File: config.mk
export PLATFORM = sky130hd
export DESIGN_NAME = api_frame_deframer_unit_flat
export DESIGN_NICKNAME = d
export VERILOG_FILES = /design/src/sv/afd_pkg.sv /design/src/sv/afd_if.sv /design/src/sv/afd_in_stage.sv /design/src/sv/afd_parser.sv /design/src/sv/api_frame_deframer_unit.sv /design/src/flat_wrapper.sv
export SDC_FILE = /design/constraint.sdc
export NUM_CORES = 1
export LEC_CHECK = 0
export ABC_AREA = 1
export BUFFER_PORTS_ARGS = -buffer_cell sky130_fd_sc_hd__buf_2
export CAP_MARGIN = 20
export CELL_PAD_IN_SITES_DETAIL_PLACEMENT = 1
export CELL_PAD_IN_SITES_GLOBAL_PLACEMENT = 1
export CORE_ASPECT_RATIO = 1.5
export CORE_MARGIN = 4
export CORE_UTILIZATION = 44
export DETAILED_ROUTE_END_ITERATION = 6
export GPL_ROUTABILITY_DRIVEN = 0
export GPL_TIMING_DRIVEN = 0
export PLACE_DENSITY = 0.86
export SLEW_MARGIN = 20
export SYNTH_ARGS = -nofsm -noshare
export SYNTH_HDL_FRONTEND = slang
export SYNTH_SLANG_ARGS = --single-unit
File: constraint.sdc
create_clock -name clk_i -period 3.1 [get_ports clk_i]
set_input_delay 0.155 -clock clk_i [delete_from_list [all_inputs] [get_ports clk_i]]
set_output_delay 0.155 -clock clk_i [all_outputs]
set_load 0.005 [all_outputs]
File: src/sv/afd_pkg.sv
// Shared types and constants of the API frame deframer.
package afd_pkg;

  localparam logic [7:0] START_BYTE = 8'h7E;
  localparam logic [7:0] ESC_BYTE   = 8'h7D;
  localparam logic [7:0] ESC_XOR    = 8'h20;
  localparam logic [7:0] CSUM_BASE  = 8'hFF;

  localparam logic [1:0] STATUS_BUSY = 2'd0;
  localparam logic [1:0] STATUS_GOOD = 2'd1;
  localparam logic [1:0] STATUS_BAD  = 2'd2;

  typedef enum logic [4:0] {
    PH_HUNT   = 5'b00001,
    PH_LEN_HI = 5'b00010,
    PH_LEN_LO = 5'b00100,
    PH_DATA   = 5'b01000,
    PH_CSUM   = 5'b10000
  } phase_e;

  typedef struct packed {
    logic [7:0]  data_byte;
    logic        first_of_frame;
    logic        last_of_frame;
    logic [1:0]  frame_status;
    logic [15:0] frame_length;
  } result_t;

  typedef struct packed {
    logic       valid;
    logic [7:0] rx_byte;
  } held_byte_t;

endpackage

File: src/sv/afd_if.sv
// Channel interfaces for received bytes, results and the configuration register.
interface afd_rx_if;
  logic       valid;
  logic       ready;
  logic [7:0] rx_byte;
  modport source (output valid, output rx_byte, input ready);
  modport sink   (input valid, input rx_byte, output ready);
endinterface

interface afd_res_if;
  logic        valid;
  logic        ready;
  logic [7:0]  data_byte;
  logic        first_of_frame;
  logic        last_of_frame;
  logic [1:0]  frame_status;
  logic [15:0] frame_length;
  modport source (output valid, output data_byte, output first_of_frame,
                  output last_of_frame, output frame_status, output frame_length,
                  input ready);
  modport sink   (input valid, input data_byte, input first_of_frame,
                  input last_of_frame, input frame_status, input frame_length,
                  output ready);
endinterface

interface afd_cfg_if;
  logic valid;
  logic ready;
  logic escape_enable;
  modport source (output valid, output escape_enable, input ready);
  modport sink   (input valid, input escape_enable, output ready);
endinterface

File: src/sv/afd_in_stage.sv
// Input register that holds one received byte until the parser takes it.
module afd_in_stage (
  input  logic                clk_i,
  input  logic                rst_ni,
  input  logic                in_valid_i,
  input  logic [7:0]          in_byte_i,
  output logic                in_ready_o,
  input  logic                take_i,
  output afd_pkg::held_byte_t held_o
);

  logic       valid_q, valid_d;
  logic [7:0] byte_q;
  logic       accept;

  assign in_ready_o = !valid_q || take_i;
  assign accept     = in_valid_i && in_ready_o;

  always_comb begin
    valid_d = valid_q;
    if (accept) begin
      valid_d = 1'b1;
    end else if (take_i) begin
      valid_d = 1'b0;
    end
  end

  always_ff @(posedge clk_i or negedge rst_ni) begin
    if (!rst_ni) begin
      valid_q <= 1'b0;
    end else begin
      valid_q <= valid_d;
    end
  end

  always_ff @(posedge clk_i) begin
    if (accept) begin
      byte_q <= in_byte_i;
    end
  end

  assign held_o.valid   = valid_q;
  assign held_o.rx_byte = byte_q;

endmodule

File: src/sv/afd_parser.sv
// Frame parser: unescaping, header and content tracking, checksum and result register.
module afd_parser (
  input  logic                clk_i,
  input  logic                rst_ni,
  input  logic                cfg_valid_i,
  input  logic                cfg_escape_enable_i,
  input  afd_pkg::held_byte_t held_i,
  output logic                take_o,
  output logic                res_valid_o,
  input  logic                res_ready_i,
  output afd_pkg::result_t    res_o
);

  afd_pkg::phase_e  phase_q, phase_d;
  logic             esc_en_q, esc_en_d;
  logic             esc_pend_q, esc_pend_d;
  logic [15:0]      len_q, len_d;
  logic [15:0]      left_q, left_d;
  logic [7:0]       sum_q, sum_d;
  logic             first_q, first_d;
  logic             res_valid_q, res_valid_d;
  afd_pkg::result_t res_q, res_d;

  logic       fire;
  logic       skip;
  logic       was_esc;
  logic [7:0] b;
  logic [7:0] expect_sum;

  assign take_o = held_i.valid && (!res_valid_q || res_ready_i);
  assign fire   = take_o;
  assign expect_sum = afd_pkg::CSUM_BASE - sum_q;

  always_comb begin
    phase_d     = phase_q;
    esc_en_d    = esc_en_q;
    esc_pend_d  = esc_pend_q;
    len_d       = len_q;
    left_d      = left_q;
    sum_d       = sum_q;
    first_d     = first_q;
    res_d       = res_q;
    res_valid_d = res_valid_q && !res_ready_i;
    skip        = 1'b0;
    was_esc     = 1'b0;
    b           = held_i.rx_byte;

    if (cfg_valid_i) begin
      esc_en_d = cfg_escape_enable_i;
    end

    if (fire) begin
      if (!esc_en_q) begin
        esc_pend_d = 1'b0;
      end else if (esc_pend_q) begin
        esc_pend_d = 1'b0;
        was_esc    = 1'b1;
        b          = held_i.rx_byte ^ afd_pkg::ESC_XOR;
      end else if (held_i.rx_byte == afd_pkg::ESC_BYTE) begin
        esc_pend_d = 1'b1;
        skip       = 1'b1;
      end

      if (!skip) begin
        unique case (phase_q)
          afd_pkg::PH_LEN_HI: begin
            len_d   = {b, 8'h00};
            phase_d = afd_pkg::PH_LEN_LO;
          end
          afd_pkg::PH_LEN_LO: begin
            len_d   = {len_q[15:8], b};
            left_d  = {len_q[15:8], b};
            phase_d = ({len_q[15:8], b} == 16'd0) ? afd_pkg::PH_CSUM : afd_pkg::PH_DATA;
          end
          afd_pkg::PH_DATA: begin
            sum_d                   = sum_q + b;
            res_d.data_byte         = b;
            res_d.first_of_frame    = first_q;
            res_d.last_of_frame     = 1'b0;
            res_d.frame_status      = afd_pkg::STATUS_BUSY;
            res_d.frame_length      = len_q;
            res_valid_d             = 1'b1;
            first_d                 = 1'b0;
            left_d                  = left_q - 16'd1;
            if (left_q == 16'd1) begin
              phase_d = afd_pkg::PH_CSUM;
            end
          end
          afd_pkg::PH_CSUM: begin
            res_d.data_byte      = b;
            res_d.first_of_frame = first_q;
            res_d.last_of_frame  = 1'b1;
            res_d.frame_status   = (b == expect_sum) ? afd_pkg::STATUS_GOOD
                                                     : afd_pkg::STATUS_BAD;
            res_d.frame_length   = len_q;
            res_valid_d          = 1'b1;
            first_d              = 1'b0;
            left_d               = 16'd0;
            phase_d              = afd_pkg::PH_HUNT;
          end
          default: begin
            phase_d = afd_pkg::PH_HUNT;
            if (!was_esc && b == afd_pkg::START_BYTE) begin
              phase_d = afd_pkg::PH_LEN_HI;
              len_d   = 16'd0;
              left_d  = 16'd0;
              sum_d   = 8'd0;
              first_d = 1'b1;
            end
          end
        endcase
      end
    end
  end

  always_ff @(posedge clk_i or negedge rst_ni) begin
    if (!rst_ni) begin
      phase_q     <= afd_pkg::PH_HUNT;
      esc_en_q    <= 1'b1;
      esc_pend_q  <= 1'b0;
      len_q       <= 16'd0;
      left_q      <= 16'd0;
      sum_q       <= 8'd0;
      first_q     <= 1'b0;
      res_valid_q <= 1'b0;
    end else begin
      phase_q     <= phase_d;
      esc_en_q    <= esc_en_d;
      esc_pend_q  <= esc_pend_d;
      len_q       <= len_d;
      left_q      <= left_d;
      sum_q       <= sum_d;
      first_q     <= first_d;
      res_valid_q <= res_valid_d;
    end
  end

  always_ff @(posedge clk_i) begin
    res_q <= res_d;
  end

  assign res_valid_o = res_valid_q;
  assign res_o       = res_q;

endmodule

File: src/sv/api_frame_deframer_unit.sv
// Top level of the API frame deframer.
// The block takes one received byte per beat and, once a downstream sink keeps up, sustains one
// beat per clock cycle on both sides. A byte passes through the input register and then the result
// register before its result beat is offered, as the parse logic works from the input register
// straight into the result register. Escape, start and length bytes give no result beat; each
// content byte gives one, and the checksum byte closes the frame with a beat marked last that
// carries the checksum status. When the result register is held by the sink, one further byte is
// taken into the input register before the receive channel stalls. The configuration register is
// written through its own channel in any cycle and should only change while no byte is in flight.
module api_frame_deframer_unit (
  input  logic clk_i,
  input  logic rst_ni,
  afd_rx_if.sink    rx_i,
  afd_cfg_if.sink   cfg_i,
  afd_res_if.source res_o
);

  afd_pkg::held_byte_t held;
  afd_pkg::result_t    res;
  logic                take;

  assign cfg_i.ready = 1'b1;

  afd_in_stage u_in_stage (
    .clk_i      (clk_i),
    .rst_ni     (rst_ni),
    .in_valid_i (rx_i.valid),
    .in_byte_i  (rx_i.rx_byte),
    .in_ready_o (rx_i.ready),
    .take_i     (take),
    .held_o     (held)
  );

  afd_parser u_parser (
    .clk_i               (clk_i),
    .rst_ni              (rst_ni),
    .cfg_valid_i         (cfg_i.valid),
    .cfg_escape_enable_i (cfg_i.escape_enable),
    .held_i              (held),
    .take_o              (take),
    .res_valid_o         (res_o.valid),
    .res_ready_i         (res_o.ready),
    .res_o               (res)
  );

  assign res_o.data_byte      = res.data_byte;
  assign res_o.first_of_frame = res.first_of_frame;
  assign res_o.last_of_frame  = res.last_of_frame;
  assign res_o.frame_status   = res.frame_status;
  assign res_o.frame_length   = res.frame_length;

endmodule

File: src/flat_wrapper.sv
// flat-port wrapper written by rule: the top's interface ports become plain ports
module api_frame_deframer_unit_flat 
  (clk_i, rst_ni, rx_i_valid, rx_i_rx_byte, rx_i_ready, cfg_i_valid, cfg_i_escape_enable, cfg_i_ready, res_o_valid, res_o_data_byte, res_o_first_of_frame, res_o_last_of_frame, res_o_frame_status, res_o_frame_length, res_o_ready);
  afd_rx_if rx_i_i ();
  afd_cfg_if cfg_i_i ();
  afd_res_if res_o_i ();
  input  logic clk_i;
  input  logic rst_ni;
  input wire logic [$bits(rx_i_i.valid)-1:0] rx_i_valid;
  input wire logic [$bits(rx_i_i.rx_byte)-1:0] rx_i_rx_byte;
  output wire logic [$bits(rx_i_i.ready)-1:0] rx_i_ready;
  input wire logic [$bits(cfg_i_i.valid)-1:0] cfg_i_valid;
  input wire logic [$bits(cfg_i_i.escape_enable)-1:0] cfg_i_escape_enable;
  output wire logic [$bits(cfg_i_i.ready)-1:0] cfg_i_ready;
  output wire logic [$bits(res_o_i.valid)-1:0] res_o_valid;
  output wire logic [$bits(res_o_i.data_byte)-1:0] res_o_data_byte;
  output wire logic [$bits(res_o_i.first_of_frame)-1:0] res_o_first_of_frame;
  output wire logic [$bits(res_o_i.last_of_frame)-1:0] res_o_last_of_frame;
  output wire logic [$bits(res_o_i.frame_status)-1:0] res_o_frame_status;
  output wire logic [$bits(res_o_i.frame_length)-1:0] res_o_frame_length;
  input wire logic [$bits(res_o_i.ready)-1:0] res_o_ready;
  assign rx_i_i.valid = rx_i_valid;
  assign rx_i_i.rx_byte = rx_i_rx_byte;
  assign rx_i_ready = rx_i_i.ready;
  assign cfg_i_i.valid = cfg_i_valid;
  assign cfg_i_i.escape_enable = cfg_i_escape_enable;
  assign cfg_i_ready = cfg_i_i.ready;
  assign res_o_valid = res_o_i.valid;
  assign res_o_data_byte = res_o_i.data_byte;
  assign res_o_first_of_frame = res_o_i.first_of_frame;
  assign res_o_last_of_frame = res_o_i.last_of_frame;
  assign res_o_frame_status = res_o_i.frame_status;
  assign res_o_frame_length = res_o_i.frame_length;
  assign res_o_i.ready = res_o_ready;
  api_frame_deframer_unit u_core (.clk_i(clk_i), .rst_ni(rst_ni), .rx_i(rx_i_i), .cfg_i(cfg_i_i), .res_o(res_o_i));
endmodule
==> summary.md <==
| Metric | Value |
|---|---|
| Status | completed |
| Synth Register Bits | 86 |
| Synth Flop Type | dfrtp_1 |
| Post-Syn Instances | 521 |
| CP dominant cell by count | nand2_1 |
| Final Max Slew Viols | 0 |
| Internal power | 1970 µW |
| Root Buffer | clkbuf_16 |
| Worst R2R Start | u_core.u_parser.esc_en_q |
| Comb pwr share | 0.039 |
| Critical path endpoint category | flip-flop |
| Post-CTS Setup Repair Bufs | 0 |
| Initial antenna violation count | 0 |
| Nets | roughly 610 |
| Ys Warns | 0 |
| Post-Place Worst Slack | 0.963 ns |
| Insertion delay to the later sink of the worst-skew pair | 0.34 ns |
| Seq/Total Area, Yosys | 0.533 |
| Finished Layout Cells | 705 |
| Detailed Routing Iterations Pass 1 | 4 |
| Asr flop ratio synth | 0.581 |
| Peak supply drop | 0.000369 V |
| Io pins | 45 |
| Total GRT Usage | 0.235 |
| Share of post-route cells with drive strength above 1 | 0.171 |
| Site row count | 44 |
| Leak | 0.00257 µW |
| CTS tree | yes |
| Number of port buffers | between 40 and 50 |
| FF-to-FF setup slack | 0.83 ns |
| Post-synthesis xor/xnor area fraction | 0.0120 |
| Largest net degree at the start of global routing | 51 |
| Mapped Area | about 4400 µm² |
| Worst EP arrival | 2.54 ns |
| Final worst slack | 0.828 ns |
| Commonest non-fill, non-tap cells in the layout | 205 x nand2_1, 49 x inv_1, 48 x nor2_1, 48 x dfrtp_1, 44 x buf_2 |
| Die Ht | 130 µm |
| Area share of the largest cell type after synthesis | 0.274 |
| Die width | 89.5 µm |
| Commonest non-fill, non-tap cell in the layout | nand2_1 |
| Mux share of post-synthesis cell area | 0.00257 |
| Synth Area in Adders | 0.0303 |
| Gr ovfl total | 0 |
| Least-Margin Pin Slew | roughly 0.7 ns |
| Core region area | between 9000 and 10000 µm² |
| Worst-path clk slew | 0.06 ns |
| Num CTS Buffers | 9 |
| Vias after detailed routing | 3771 |
| EDFF count, synth | 36 |
| FILL cells | 1183 |
| Mapped Avg Cell Area | 8.41 µm² |
| Final antenna-violating net count | 0 |
| Initial Utilization | 0.452 |
| Clock power share | 0.474 |
| Slew headroom | 0.532 |
| DR vias/cell | 5.35 |
| Worst hold start | rx_i_valid |
| CP max FO | 5 |
| RSZ-0062 raised after global routing | no |
| Compound-Gate Fraction of Synth Area | 0.0583 |
| CTS resizes | 0 |
| HP Class | input port to flip-flop |
| Synth area leaders | dfrtp_1 27%, edfxtp_1 25%, nand2_1 18% |
| Simple-gate share of the synthesized area | 0.298 |
| Synth cell types | 33 |
| Largest family of logic cells by synthesized area | simple AND/OR/NAND/NOR gates |
| CTS Buffer Depth | 2 |
| Design area | just over 5000 µm² |
| Critical path launch point | u_core.u_parser.esc_en_q |
| Delay of the slowest critical-path stage | 0.55 ns |
| Residual DRC count | 0 |
| Wire length of the first global-routing pass | about 21000 µm |
| Antenna cells | 0 |
| Crit-path slowest cell | dfstp_2 |
| Worst path cell trace | nand2_1 > xor2_1 > inv_1 > ha_1 > nand2_1 > inv_1 > a21oi_1 > nand2_1 > nand2_1 > nand3_1 > o21ai_1 |
| CP Data Required Time | 3.37 ns |
| Maximum clock rate | 0.440 GHz |
| Startpoint types | flip-flop |
| Setup TNS | 0 ns |
| Seq pwr share | 0.487 |
| Placed cells | 680 |
| Max-cap violations | 0 |
| Net Sw Frac | 0.213 |
| Final core occ | 0.536 |
| Largest area contributor in the netlist | dfrtp_1 |
| HPWL after DPL | just under 9000 µm |
| Worst Clk Skew | 0.00829 ns |
| Placed cell areas | 4780 µm² |
| Crit path time final | 2.27 ns |
| Detailed-route wire length per cell | 17.8 µm |
| Area of the die | roughly 12000 µm² |
| Hold_buf cts | 8 |
| Layout area overhead | 18.5% |
| PwrDens | between 400 and 500 nW/µm² |
| Switching power | 533 µW |
| Kind of critical path | flip-flop to flip-flop |
| Clock sinks | 86 |
| Final Cycle Share | 0.733 |
| Final setup violation count | 0 |
| Synthesized Nets | 545 |
| Initial DRC Count | 196 |
| H-tree Lvls | 3 |
| Vias in the first global route | 4196 |
| Final Hold Violating Endpoints | 0 |
| Final WL | about 13000 µm |
-- cell usage after synthesis (2+ instances only) --
| cell type | instances |
|---|---|
| nand2_1 | 205 |
| nand3_2 | 4 |
| edfxtp_1 | 36 |
| ha_1 | 9 |
| inv_1 | 49 |
| nand3b_1 | 2 |
| o21ai_0 | 11 |
| xor2_1 | 4 |
| o21ai_1 | 16 |
| nand3_1 | 31 |
| dfstp_2 | 2 |
| nor2_4 | 3 |
| buf_4 | 4 |
| nor2_1 | 49 |
| nand2_2 | 3 |
| a21oi_1 | 7 |
| dfrtp_1 | 48 |
| buf_2 | 2 |
| inv_2 | 6 |
| o21bai_1 | 2 |
| o21ai_2 | 8 |
| nor2_2 | 2 |
| nand4_1 | 5 |
| xnor2_1 | 2 |
| buf_6 | 3 |
-- through the flow --
stage	hold WS [ns]	power [µW]
floorplan	-0.141	1280
global placement	0.332	1320
detailed placement	0.246	1320
CTS	0.00148	2510
global route	0.0547	2580
finish	0.0430	2500
-- power by group through the flow --
stage / Clock (µW) / Combinational, µW / Sequential, µW
global route: 1260 / 109 / 1220
CTS: 1200 / 95.2 / 1220
finish: 1190 / 96.3 / 1220
floorplan: 0 / 47.0 / 1230
global placement: 0 / 79.1 / 1240
detailed placement: 0 / 84.8 / 1240
-- worst max-delay path: cells and delay by family, from the launching register on --
kind / cells / cell delay (ns)
AOI/OAI and AO/OA: 2 / 0.33
xor gates and xnor gates: 1 / 0.26
adders and majority gates: 1 / 0.38
buffers and inverters: 2 / 0.27
DFF: 1 / 0.55
and+or+nand+nor: 5 / 0.40
-- path summary, 6_finish.rpt --
kind | end | cells past startpoint
worst max-delay path | u_core.u_parser.sum_q[7] | 11
worst min-delay path | u_core.u_in_stage.valid_q | 3
worst max register to register | u_core.u_parser.sum_q[7] | 11
worst min register to register | u_core.u_parser.res_o[5] | 0
max in group asynchronous | u_core.u_parser.sum_q[3] | 2
min in group asynchronous | u_core.u_parser.len_q[0] | 2
-- metal layers --
layer  global-route usage  vias up  wire length, µm  share of wire
li1                     -     1777                -              -
met4                0.133        0              601          0.048
met5                    0        -                0              0
met2                0.431      100             6960           0.55
met1                0.243     1851             4550           0.36
met3               0.0411       43              452          0.036
-- logic make-up (layout without fill, tap and decap cells) --
family | count (synthesis) | after routing
and+or+nand+nor | 308 | 308
DFF | 86 | 86
buffers and inverters | 65 | 134
AOI/OAI and AO/OA | 44 | 44
adders and majority gates | 10 | 10
xor gates and xnor gates | 6 | 6
other | 1 | 1
muxes | 1 | 1
-- layout make-up --
| class | instances | area, µm² | share of cell area |
|---|---|---|---|
| Sequential cell | 86 | 2330 | 0.450 |
| Multi-Input combinational cell | 370 | 1770 | 0.340 |
| Timing Repair Buffer | 53 | 335 | 0.0646 |
| Clock buffer | 12 | 246 | 0.0475 |
| Inverter | 56 | 213 | 0.0410 |
| Tap cell | 115 | 144 | 0.0277 |
| Clock inverter | 4 | 78.8 | 0.0152 |
| Buffer | 9 | 73.8 | 0.0142 |
-- sequential cells by signal (all words and copies together) (netlist names) --
register and cells:
u_core.u_parser.res_valid_o 1, u_core.u_parser.sum_q 8, u_core.u_parser.len_q 16, u_core.u_in_stage.valid_q 1, u_core.u_parser.esc_pend_q 1, u_core.u_parser.first_q 1, u_core.u_parser.phase_q 5, u_core.u_parser.esc_en_q 1
u_core.u_parser.res_o 28, u_core.u_parser.left_q 16, u_core.u_in_stage.byte_q 8
Note: power is estimated with default switching activity, not from simulation.
